==> src/rtl/favr_pkg.sv <==
package favr_pkg;

  // Field widths are fixed by the instruction encoding.
  localparam int NUM_REGS = 32;
  localparam int REG_AW   = $clog2(NUM_REGS);

  typedef enum logic [2:0] {
    KIND_LDI_PAIR = 3'd0,
    KIND_DEC_BRNE = 3'd1,
    KIND_ADD_ADC  = 3'd2,
    KIND_SUB_SBC  = 3'd3,
    KIND_CP_CPC   = 3'd4,
    KIND_SUBI_SBCI = 3'd5
  } kind_e;

  // Status register bit positions.
  localparam int FLAG_C = 0;
  localparam int FLAG_Z = 1;
  localparam int FLAG_N = 2;
  localparam int FLAG_V = 3;
  localparam int FLAG_S = 4;
  localparam int FLAG_H = 5;
  localparam logic [7:0] FLAGS_ALL = 8'h3F;
  localparam logic [7:0] FLAGS_DEC = 8'h1E;

  typedef struct packed {
    logic [2:0]        kind;
    logic [REG_AW-1:0] dst_reg;
    logic [7:0]        src_field;
    logic [REG_AW-1:0] second_reg;
    logic [7:0]        second_imm;
    logic [15:0]       word;
  } item_t;

  typedef struct packed {
    logic [15:0] next_pc;
    logic [7:0]  status_out;
    logic [15:0] result_value;
    logic        branch_taken;
    logic [1:0]  cycle_cost;
  } result_t;

  // Up to two register file writes per instruction; the second wins on a clash.
  typedef struct packed {
    logic              en0;
    logic [REG_AW-1:0] addr0;
    logic [7:0]        data0;
    logic              en1;
    logic [REG_AW-1:0] addr1;
    logic [7:0]        data1;
  } wr_t;

endpackage

==> src/rtl/favr_ram.sv <==
module favr_ram #(
  parameter int WIDTH = 8,
  parameter int DEPTH = 32
) (
  input  logic                     clk,
  input  logic                     we,
  input  logic [$clog2(DEPTH)-1:0] waddr,
  input  logic [WIDTH-1:0]         wdata,
  input  logic                     re,
  input  logic [$clog2(DEPTH)-1:0] raddr_a,
  input  logic [$clog2(DEPTH)-1:0] raddr_b,
  output logic [WIDTH-1:0]         rdata_a,
  output logic [WIDTH-1:0]         rdata_b
);

  logic [WIDTH-1:0] mem [DEPTH];

  // A read at the address being written returns the old contents.
  always_ff @(posedge clk) begin
    if (we) begin
      mem[waddr] <= wdata;
    end
    if (re) begin
      rdata_a <= mem[raddr_a];
      rdata_b <= mem[raddr_b];
    end
  end

endmodule

==> src/rtl/favr_regfile.sv <==
module favr_regfile #(
  parameter int NUM_REGS = 32
) (
  input  logic                                   clk,
  input  logic                                   rst,
  input  logic                                   rd_en,
  input  logic [3:0][$clog2(NUM_REGS)-1:0]       rd_addr,
  input  favr_pkg::wr_t                          wr,
  output logic [3:0][7:0]                        rd_data
);

  localparam int AW = $clog2(NUM_REGS);

  // Two write banks, each copied twice to serve four read ports. A live value
  // table records which bank holds the newest copy and whether the entry has
  // been written since reset; unwritten entries read as zero.
  logic [NUM_REGS-1:0]   lvt_valid;
  logic [NUM_REGS-1:0]   lvt_bank;
  logic [NUM_REGS-1:0]   lvt_valid_next;
  logic [NUM_REGS-1:0]   lvt_bank_next;
  logic [3:0][AW-1:0]    addr_q;
  favr_pkg::wr_t         last_wr;
  logic [7:0]            ram_q [2][4];

  for (genvar b = 0; b < 2; b++) begin : g_bank
    for (genvar g = 0; g < 2; g++) begin : g_copy
      favr_ram #(.WIDTH(8), .DEPTH(NUM_REGS)) u_ram (
        .clk     (clk),
        .we      ((b == 0) ? wr.en0 : wr.en1),
        .waddr   ((b == 0) ? AW'(wr.addr0) : AW'(wr.addr1)),
        .wdata   ((b == 0) ? wr.data0 : wr.data1),
        .re      (rd_en),
        .raddr_a (rd_addr[2*g]),
        .raddr_b (rd_addr[2*g+1]),
        .rdata_a (ram_q[b][2*g]),
        .rdata_b (ram_q[b][2*g+1])
      );
    end
  end

  // When both writes name the same entry, the second bank holds the newest copy.
  always_comb begin
    lvt_valid_next = lvt_valid;
    lvt_bank_next  = lvt_bank;
    if (wr.en0) begin
      lvt_valid_next[AW'(wr.addr0)] = 1'b1;
      lvt_bank_next[AW'(wr.addr0)]  = 1'b0;
    end
    if (wr.en1) begin
      lvt_valid_next[AW'(wr.addr1)] = 1'b1;
      lvt_bank_next[AW'(wr.addr1)]  = 1'b1;
    end
  end

  always_ff @(posedge clk) begin
    if (rst) begin
      lvt_valid   <= '0;
      lvt_bank    <= '0;
      last_wr.en0 <= 1'b0;
      last_wr.en1 <= 1'b0;
    end else begin
      lvt_valid <= lvt_valid_next;
      lvt_bank  <= lvt_bank_next;
      if (wr.en0 || wr.en1) begin
        last_wr.en0 <= wr.en0;
        last_wr.en1 <= wr.en1;
      end
    end
    if (wr.en0 || wr.en1) begin
      last_wr.addr0 <= wr.addr0;
      last_wr.data0 <= wr.data0;
      last_wr.addr1 <= wr.addr1;
      last_wr.data1 <= wr.data1;
    end
    if (rd_en) begin
      addr_q <= rd_addr;
    end
  end

  // The most recent write may have landed at the same edge as the read, so
  // it is forwarded ahead of the memory contents.
  always_comb begin
    for (int p = 0; p < 4; p++) begin
      if (last_wr.en1 && AW'(last_wr.addr1) == addr_q[p]) begin
        rd_data[p] = last_wr.data1;
      end else if (last_wr.en0 && AW'(last_wr.addr0) == addr_q[p]) begin
        rd_data[p] = last_wr.data0;
      end else if (!lvt_valid[addr_q[p]]) begin
        rd_data[p] = 8'h00;
      end else if (lvt_bank[addr_q[p]]) begin
        rd_data[p] = ram_q[1][p];
      end else begin
        rd_data[p] = ram_q[0][p];
      end
    end
  end

endmodule

==> src/rtl/favr_alu.sv <==
module favr_alu (
  input  favr_pkg::item_t   it,
  input  logic [15:0]       a,
  input  logic [15:0]       b_pair,
  input  logic [15:0]       pc,
  input  logic [7:0]        status,
  output favr_pkg::result_t res,
  output favr_pkg::wr_t     wr
);

  logic [15:0] b;
  logic [15:0] sum;
  logic [15:0] diff;
  logic [15:0] hc_add;
  logic [15:0] v_add;
  logic [15:0] hc_sub;
  logic [15:0] v_sub;
  logic [7:0]  st_add;
  logic [7:0]  st_sub;
  logic [7:0]  st_dec;
  logic [7:0]  dec_res;
  logic [15:0] pc_seq;
  logic [4:0]  lo_hi;

  assign b    = (it.kind == favr_pkg::KIND_SUBI_SBCI) ? it.word : b_pair;
  assign sum  = a + b;
  assign diff = a - b;

  assign hc_add = (a & b) | (b & ~sum) | (~sum & a);
  assign v_add  = (a & b & ~sum) | (~a & ~b & sum);
  assign hc_sub = (~a & b) | (b & diff) | (diff & ~a);
  assign v_sub  = (a & ~b & ~diff) | (~a & b & diff);

  always_comb begin
    st_add = status & ~favr_pkg::FLAGS_ALL;
    st_add[favr_pkg::FLAG_H] = hc_add[11];
    st_add[favr_pkg::FLAG_C] = hc_add[15];
    st_add[favr_pkg::FLAG_V] = v_add[15];
    st_add[favr_pkg::FLAG_N] = sum[15];
    st_add[favr_pkg::FLAG_Z] = (sum == 16'h0000);
    st_add[favr_pkg::FLAG_S] = sum[15] ^ v_add[15];

    st_sub = status & ~favr_pkg::FLAGS_ALL;
    st_sub[favr_pkg::FLAG_H] = hc_sub[11];
    st_sub[favr_pkg::FLAG_C] = hc_sub[15];
    st_sub[favr_pkg::FLAG_V] = v_sub[15];
    st_sub[favr_pkg::FLAG_N] = diff[15];
    st_sub[favr_pkg::FLAG_Z] = (diff == 16'h0000);
    st_sub[favr_pkg::FLAG_S] = diff[15] ^ v_sub[15];

    // Decrement keeps H and C.
    dec_res = a[7:0] - 8'd1;
    st_dec = status & ~favr_pkg::FLAGS_DEC;
    st_dec[favr_pkg::FLAG_V] = (a[7:0] == 8'h80);
    st_dec[favr_pkg::FLAG_N] = dec_res[7];
    st_dec[favr_pkg::FLAG_Z] = (dec_res == 8'h00);
    st_dec[favr_pkg::FLAG_S] = dec_res[7] ^ (a[7:0] == 8'h80);
  end

  assign pc_seq = pc + 16'd2;
  assign lo_hi  = it.dst_reg + 5'd1;

  always_comb begin
    res.next_pc      = pc;
    res.status_out   = status;
    res.result_value = 16'h0000;
    res.branch_taken = 1'b0;
    res.cycle_cost   = 2'd2;
    wr.en0   = 1'b0;
    wr.addr0 = it.dst_reg;
    wr.data0 = sum[7:0];
    wr.en1   = 1'b0;
    wr.addr1 = lo_hi;
    wr.data1 = sum[15:8];
    case (it.kind)
      favr_pkg::KIND_LDI_PAIR: begin
        res.next_pc = pc_seq;
        wr.en0   = 1'b1;
        wr.data0 = it.src_field;
        wr.en1   = 1'b1;
        wr.addr1 = it.second_reg;
        wr.data1 = it.second_imm;
      end
      favr_pkg::KIND_DEC_BRNE: begin
        res.status_out   = st_dec;
        res.result_value = {8'h00, dec_res};
        wr.en0   = 1'b1;
        wr.data0 = dec_res;
        if (dec_res != 8'h00) begin
          res.next_pc      = pc_seq + it.word;
          res.branch_taken = 1'b1;
          res.cycle_cost   = 2'd3;
        end else begin
          res.next_pc = pc_seq;
        end
      end
      favr_pkg::KIND_ADD_ADC: begin
        res.next_pc      = pc_seq;
        res.status_out   = st_add;
        res.result_value = sum;
        wr.en0 = 1'b1;
        wr.en1 = 1'b1;
      end
      favr_pkg::KIND_SUB_SBC, favr_pkg::KIND_CP_CPC, favr_pkg::KIND_SUBI_SBCI: begin
        res.next_pc      = pc_seq;
        res.status_out   = st_sub;
        res.result_value = diff;
        wr.data0 = diff[7:0];
        wr.data1 = diff[15:8];
        if (it.kind != favr_pkg::KIND_CP_CPC) begin
          wr.en0 = 1'b1;
          wr.en1 = 1'b1;
        end
        if (it.kind == favr_pkg::KIND_SUBI_SBCI) begin
          wr.addr1 = it.src_field[4:0];
        end
      end
      default: begin
      end
    endcase
  end

endmodule

==> src/rtl/fused_avr_alu_pair_executor_core.sv <==
// The register file is read at the input transfer edge, and the execute stage
// loads the output register when it moves on.
// Throughput: one instruction pair per cycle, held back only by result_ready;
// the register file banks are read on an input transfer and written on retire.
// Reset (rst, synchronous, active high) empties the pipeline, zeroes the program
// counter and status, and makes every register read as zero until written.
module fused_avr_alu_pair_executor_core (
  input  logic              clk,
  input  logic              rst,
  input  logic              item_valid,
  output logic              item_ready,
  input  favr_pkg::item_t   item,
  output logic              result_valid,
  input  logic              result_ready,
  output favr_pkg::result_t result
);

  localparam int AW = favr_pkg::REG_AW;

  // Execute stage: holds the instruction whose operands are being read out
  // of the register file memories.
  logic              s1_valid;
  favr_pkg::item_t   s1_item;
  logic              s1_fire;
  logic              accept;

  // Architectural state kept in flip-flops; the register file is in memory.
  logic [15:0]       pc;
  logic [7:0]        status;

  logic [3:0][AW-1:0] rd_addr;
  logic [3:0][7:0]    rd_data;
  favr_pkg::wr_t      alu_wr;
  favr_pkg::wr_t      wr;
  favr_pkg::result_t  alu_res;

  // The execute stage moves on whenever the output register is empty or is
  // being drained, so a result that is being drained does not block the next transfer.
  assign s1_fire    = s1_valid && (!result_valid || result_ready);
  assign item_ready = !s1_valid || s1_fire;
  assign accept     = item_valid && item_ready;

  // Read ports: 0 and 1 give the destination pair (for subtract immediate the
  // high half is named separately), 2 and 3 give the source pair. Pair
  // indices wrap round the register file.
  always_comb begin
    rd_addr[0] = AW'(item.dst_reg);
    if (item.kind == favr_pkg::KIND_SUBI_SBCI) begin
      rd_addr[1] = AW'(item.src_field);
    end else begin
      rd_addr[1] = AW'(item.dst_reg) + AW'(1);
    end
    rd_addr[2] = AW'(item.src_field);
    rd_addr[3] = AW'(item.src_field) + AW'(1);
  end

  favr_regfile #(.NUM_REGS(favr_pkg::NUM_REGS)) u_regfile (
    .clk     (clk),
    .rst     (rst),
    .rd_en   (accept),
    .rd_addr (rd_addr),
    .wr      (wr),
    .rd_data (rd_data)
  );

  favr_alu u_alu (
    .it     (s1_item),
    .a      ({rd_data[1], rd_data[0]}),
    .b_pair ({rd_data[3], rd_data[2]}),
    .pc     (pc),
    .status (status),
    .res    (alu_res),
    .wr     (alu_wr)
  );

  // Writes only commit when the instruction retires.
  always_comb begin
    wr     = alu_wr;
    wr.en0 = alu_wr.en0 && s1_fire;
    wr.en1 = alu_wr.en1 && s1_fire;
  end

  always_ff @(posedge clk) begin
    if (rst) begin
      s1_valid     <= 1'b0;
      result_valid <= 1'b0;
      pc           <= 16'h0000;
      status       <= 8'h00;
    end else begin
      if (item_ready) begin
        s1_valid <= item_valid;
      end
      if (s1_fire) begin
        result_valid <= 1'b1;
        pc           <= alu_res.next_pc;
        status       <= alu_res.status_out;
      end else if (result_ready) begin
        result_valid <= 1'b0;
      end
    end
    if (accept) begin
      s1_item <= item;
    end
    if (s1_fire) begin
      result <= alu_res;
    end
  end

endmodule

==> config.mk <==
export PLATFORM = sky130hd
export DESIGN_NAME = fused_avr_alu_pair_executor_core
export DESIGN_NICKNAME = d
export VERILOG_FILES = /design/src/rtl/favr_pkg.sv /design/src/rtl/favr_ram.sv /design/src/rtl/favr_regfile.sv /design/src/rtl/favr_alu.sv /design/src/rtl/fused_avr_alu_pair_executor_core.sv
export SDC_FILE = /design/constraint.sdc
export NUM_CORES = 2
export LEC_CHECK = 0
export BUFFER_PORTS_ARGS = -buffer_cell sky130_fd_sc_hd__buf_2
export CAP_MARGIN = 10
export CORE_MARGIN = 2
export CORE_UTILIZATION = 45
export CTS_CLUSTER_DIAMETER = 120
export CTS_CLUSTER_SIZE = 30
export DETAILED_ROUTE_END_ITERATION = 6
export PLACE_DENSITY_LB_ADDON = 0.08
export SLEW_MARGIN = 20
export SYNTH_ARGS = -nofsm -noshare
export SYNTH_HDL_FRONTEND = slang
export SYNTH_HIERARCHICAL = 1
export SYNTH_SLANG_ARGS = --single-unit
export TNS_END_PERCENT = 50
==> constraint.sdc <==
create_clock -name clk -period 6.7 [get_ports clk]
set_input_delay 0.335 -clock clk [delete_from_list [all_inputs] [get_ports clk]]
set_output_delay 0.335 -clock clk [all_outputs]
set_load 0.01 [all_outputs]
Word level (Yosys, flattened, before mapping)
Memories as Yosys holds them, arrays and structs flattened. A register that Yosys moved wholly into a read port is not among the register bits.
Index checks and enable logic that the tools add are counted.
- flip-flop bits (word level): 221
- latch bits: 0
- bits in writable memories: 1024
- ROM bits: 0
- input port bits: 49
- memories kept: 4
- $add $sub $neg: 8
- multiply operators: 0
- div/mod/pow operators: 0
- $lt $le $gt $ge: 7
- equality and inequality tests: 16
- shift-type cells: 0
- muxes and demuxes: 58
- bitwise operators: 30
- reduce and logical (&&, ||, !) cells: 29
- memories (name ; depth ; bits a word ; read ports ; clocked after Yosys merged registers in ; write ports ; line ; text):
    u_regfile.g_bank[0].g_copy[0].u_ram.mem ; 32 ; 8 ; 2 ; 2 ; 1 ; favr_ram.sv:16 ; logic [WIDTH-1:0] mem [DEPTH];
    u_regfile.g_bank[0].g_copy[1].u_ram.mem ; 32 ; 8 ; 2 ; 2 ; 1 ; favr_ram.sv:16 ;
    u_regfile.g_bank[1].g_copy[0].u_ram.mem ; 32 ; 8 ; 2 ; 2 ; 1 ; favr_ram.sv:16 ;
    u_regfile.g_bank[1].g_copy[1].u_ram.mem ; 32 ; 8 ; 2 ; 2 ; 1 ; favr_ram.sv:16 ;
- operator list (cell ; number):
    bitwise AND 16 bit ; 12
    two-way mux 32 bit ; 4
    two-way mux 8 bit ; 16
    OR 16 bit ; 6
    OR 32 bit ; 3
    one-hot mux 22 bit (3 select lines) ; 1
    NOT 16 bit ; 4
    binary-select mux 1 bit (select 5 bit) ; 8
    == test 5 bit ; 8
    adder 16 bit ; 2
    bitwise AND 32 bit ; 1
    logical NOT 16 bit ; 2
    two-way mux 16 bit ; 2
    NOT 32 bit ; 1
    one-hot mux 16 bit (2 select lines) ; 1
    less-than comparator 5 x 6 -> 1 bit, second input constant ; 5
    one-hot mux 13 bit (2 select lines) ; 1
    one-hot mux 8 bit (3 select lines) ; 1
    two-way mux 1 bit ; 17
    adder 16 x 2 -> 16 bit, second input constant ; 1
    subtractor 16 bit ; 1
    adder 5 x 1 -> 5 bit, second input constant ; 3
    logical AND 1 bit ; 14
    demux 1 bit (select 5 bit) ; 2
    20 further kinds ; 32

Logic depth before layout (Yosys ltp)
- depth after elaboration: 15
- mapped depth: 30

Modules after synthesis
Netlist, hierarchy kept.
- by module, submodules not included (module ; instances ; cells an instance ; area an instance (um2) ; seq. area each (um2)):
    favr_ram ; 4 ; 532 ; 12368.1 ; 8167.8
    favr_regfile ; 1 ; 963 ; 8847.2 ; 2702.6
    favr_alu ; 1 ; 724 ; 4823.4 ; 0.0
    fused_avr_alu_pair_executor_core ; 1 ; 234 ; 4018.9 ; 3163.0

Worst setup path before layout
Ideal clock, no wire load.
- path kind: reg-to-reg
- start point: register u_regfile/last_wr[11] in the netlist's numbering
- end point: memory u_regfile.g_bank[1].g_copy[0].u_ram.mem[0][4] (data pin)
- setup time: 729 ps
- arrival time: 6706 ps
- data required time: 5971 ps
- slack: -735 ps
- stages on the path, launching flop included: 19
- period minus slack after synthesis: 7435 ps
- path through: edfxtp_1 -> xor2_1 -> nor4_2 -> a211oi_2 -> buf_6 -> a221o_1 -> a21oi_1 -> nor3_1 -> mux2_2 -> ha_1 -> fa_1 -> a211oi_1 -> o21ai_1 -> a21o_1 -> a211oi_1 -> nor2_1 -> a21oi_1 -> a211oi_1 -> a211oi_1
- RTL lines (what ; line ; text):
    start: declaration ; favr_regfile.sv:22 ; favr_pkg::wr_t last_wr;
    end: declaration ; favr_ram.sv:16 ;

==> impl_metrics.csv <==
group,metric,value,unit
status,status,"completed",
yosys,synthTopCellsByArea,"edfxtp_1 (55%), mux4_2 (22%), dfxtp_1 (2.7%), a21oi_1 (1.6%), nor2_1 (1.4%)",
cells_and_area,syn_to_final_growth,8.07,%
hold_path,holdPathStages,1,
sta,finalCritPeriodShare,94.4,%
cells_and_area,stdcell_count,6107,
yosys,synth-edff-count,1222,
floorplan,core_area,148000,sq um
critical_path,arrival,6.74,ns
floorplan,core.rowCount,141,
critical_path,critPathKind,"flip-flop to flip-flop",
routing,first_iter_violations,4816,
power,power_frac_comb,21.5,%
yosys,ys_warn_count,6,
power,power_density,247,nW/um^2
critical_path,regToRegEndpoint,"u_regfile/g_bank[1].g_copy[1].u_ram/mem[27][7]",
routing,ant_nets,0,
sta,worst_pin_slew,1.23,ns
critical_path,cp_cell_sequence,"buf_6 -> mux2i_1 -> a22oi_1 -> a31oi_2 -> a2111oi_4 -> a21oi_1 -> nor3_2 -> a21o_1 -> inv_1 -> ha_1 -> o21bai_1 -> a2111oi_4 -> a21oi_2 -> o41ai_2 -> nand2b_1 -> a221oi_2 -> o21ba_2 -> o21bai_1 -> fa_1 -> o221a_2 -> buf_4",
floorplan,start_util,45.4,%
hold_path,hold_end,"s1_item[30]",
placement,routabilityCongestion,0.925,
clocking,cts_root_buf,"clkbuf_16",
placement,numPortBuffers,93,
power,total_leakage_power,23.1,nW
critical_path,slowest_delay,0.61,ns
critical_path,regToRegSetupSlack,0.37,ns
cells_and_area,fin_area,72600,sq um
sta,fin_skew,0.0535,ns
power,power.switching,0.00526,W
clocking,h-tree-depth,2,
placement,placed_cell_area,70300,sq um
global_routing,grt_start_max_net_pins,98,
flow_run,drv_cap,0,
routing,viasPerCell,6.58,
global_routing,grt_pass1_wl,289000,microns
power,intPower,0.0127,W
floorplan,io_pins,94,
yosys,synthDominantCellAreaShare,54.6,%
yosys,synth.distinct_cells,96,
hold_path,hp-start,"item[30]",
yosys,ys.flop_type,"edfxtp_1",
critical_path,r2r_cells,21,
global_routing,antenna_found_initial,7,
sta,maxSlewHeadroom,17.5,%
routing,vias,40200,
floorplan,die_area,152000,sq um
power,swShare,29.3,%
routing,drt_pass1_iterations,7,
yosys,async_reset_ff_share,0,%
power,power,0.0180,W
critical_path,endpoint_kind,"flip-flop",
sta,slew_viol_final,0,
yosys,synth-seq-cells,1314,
power,p_seq_share,55.7,%
cells_and_area,layout-drive-gt1-share,31.0,%
sta,fin_crit,6.33,ns
critical_path,startpoint_type,"flip-flop",
critical_path,path_max_fanout,65,
clocking,numCtsBuffers,52,
sta,hold_viol_final,0,
global_routing,grt_pass1_vias,39700,
floorplan,dieWidth,390,microns
sta,max_freq,0.158,GHz
clocking,clk_latency,0.75,ns
critical_path,cpMaxStageDelayCell,"fa_1",
clocking,cts_tree,"done",
cells_and_area,nets,4265,
sta,setup_viol,0,
critical_path,required,7.11,ns
clocking,clock-sinks,1314,
yosys,yosysSeqAreaShare,57.4,%
yosys,syn-cell-area,67200,sq um
yosys,post-synth-top-area-cell,"edfxtp_1",
yosys,syn_avg_cell_area,16.6,sq um
yosys,syn_inst,4049,
yosys,syn-num-nets,4163,
placement,placedCellCount,5968,
power,clockPowerShare,22.8,%
floorplan,fp.dieH,390,microns
hold_path,hp-class,"input port to flip-flop",
sta,whs,0.0773,ns
routing,totalWireLength,201000,microns
clocking,clockBufferDepth,3,
global_routing,overflow,0,
power,vdd_ir_drop_max,228,uV
routing,wl_per_cell,32.9,microns
global_routing,grt_usage,26.3,%
critical_path,r2r_start,"u_regfile/addr_q[11]",
clocking,clk_pin_slew,0.11,ns
routing,drcViolationCount,0,
placement,dp_hpwl,133000,microns
through the flow:
stage / setup TNS [ns] / util (%) / setup WS (ns)
floorplan: -42.71 / - / -0.329
global placement: 0 / 47.4 / 0.107
detailed placement: 0 / 47.5 / 0.0948
CTS: 0 / 48.8 / 0.0375
global route: -0.00958 / 49.0 / -0.00958
finish: 0 / 49.0 / 0.372
state kept, by name (all words and copies together) (netlist names):
register,count
u_regfile/addr_q,20
u_regfile/g_bank.g_copy.u_ram/rdata_a,32
u_regfile/g_bank.g_copy.u_ram/mem,1024
s1_valid,1
u_regfile/last_wr,28
s1_item,45
result_valid,1
status,8
u_regfile/lvt_valid,32
u_regfile/lvt_bank,32
pc,16
result,43
u_regfile/g_bank.g_copy.u_ram/rdata_b,32
kinds of logic (layout without fill, tap and decap cells):
logic type	after synthesis	count (layout)	share of synthesized area (%)
other	1	5	0.00558
and+or+nand+nor	783	783	5.71
DFF	1314	1314	57.4
muxes	832	832	24.9
xor gates and xnor gates	99	99	1.29
buffers and inverters	348	472	2.88
adders and majority gates	65	65	1.29
AOI/OAI and AO/OA	607	607	6.52
power groups by stage:
| stage | logic (W) | registers, W | clock network [W] |
|---|---|---|---|
| final | 0.00386 | 0.0100 | 0.00409 |
| after global placement | 0.00376 | 0.0102 | 0 |
| after CTS | 0.00380 | 0.0100 | 0.00422 |
| after floorplan | 0.00236 | 0.0101 | 0 |
| after detailed placement | 0.00377 | 0.0102 | 0 |
| after global routing | 0.00412 | 0.0100 | 0.00446 |
layout make-up:
class	instances	area, sq um
clock buffer	65	1370
timing repair buffer	347	2730
inverter	49	191
clock inverter	11	166
tap	1930	2410
fill	12300	75400
sequential	1314	38500
multi-input combinational	2387	27200
antenna	4	10.0
what timing repair did:
| item | in CTS | in global routing |
|---|---|---|
| gates resized for setup | 0 | 15 |
| hold buffers | 39 | 0 |
| setup endpoints to repair | 0 | 87 |
| hold endpoints to repair | 50 | 0 |
| setup buffers | 0 | 16 |
worst max-delay path by stage:
stage	start	cells past startpoint	end	slack, ns
2_1_floorplan	u_regfile/addr_q[0]	18	u_regfile/g_bank[0].g_copy[0].u_ram/mem[0][7]	-0.33
3_5_place_dp	u_regfile/addr_q[11]	21	u_regfile/g_bank[1].g_copy[1].u_ram/mem[10][7]	0.09
6_report	u_regfile/addr_q[11]	21	u_regfile/g_bank[1].g_copy[1].u_ram/mem[27][7]	0.37
4_1_cts	u_regfile/addr_q[11]	21	u_regfile/g_bank[1].g_copy[1].u_ram/mem[13][7]	0.04
3_3_place_gp	u_regfile/addr_q[11]	26	status[1]	0.11
5_1_grt	u_regfile/addr_q[10]	25	status[1]	-0.01
critical path, delay by kind of cell (launching register included):
family | cells | cell delay [ns]
flip-flops | 1 | 0.48
adder cells (fa/ha/maj) | 2 | 0.79
buffers and inverters | 3 | 0.93
AND/OR/NAND/NOR | 2 | 0.51
AO/OA/AOI/OAI | 13 | 3.00
multiplexers | 1 | 0.12
placed cells by master, fill, tap and decap left out, types with 39 or more instances in the layout:
master and instances:
dlygate4sd3_1 39, xnor2_1 61, nor3_1 78, o21ai_0 53, nor2_1 205, a221o_1 70, buf_4 201, clkbuf_16 53
mux2_2 79, edfxtp_1 1222, a21oi_1 205, nand3_1 83, dfxtp_1 92, mux2i_1 86, inv_1 47, ha_1 57
mux4_2 664, buf_2 86, nand2_1 175
layer usage:
metal / vias up / track usage, % / part of all wire [%]
li1: 16800 / - / -
met1: 21300 / 37.9 / 42
met2: 1787 / 42.9 / 49
met3: 248 / 2.69 / 6.5
met4: 2 / 7.11 / 2.9
met5: - / 0 / 0.0075
synth_stat cells, drive strengths merged, types with 9 or more instances:
cell type and n:
edfxtp 1222, mux4 664, nor2 242, a21oi 234
buf 205, nand2 175, clkbuf 94, dfxtp 92
nor3 92, mux2i 87, nand3 83, mux2 81
o21ai 80, a221o 70, xnor2 63, ha 58
inv 49, a22oi 36, xor2 36, a22o 33
a211oi 30, nor2b 29, nand2b 23, nand3b 23
and3 19, o22ai 16, a21o 15, and2 15
nand4 15, or3 13, or3b 13, o31ai 12
nor4 11, a31oi 10, nor3b 9, o31a 9
No activity file was read; power rests on OpenSTA's default activity.
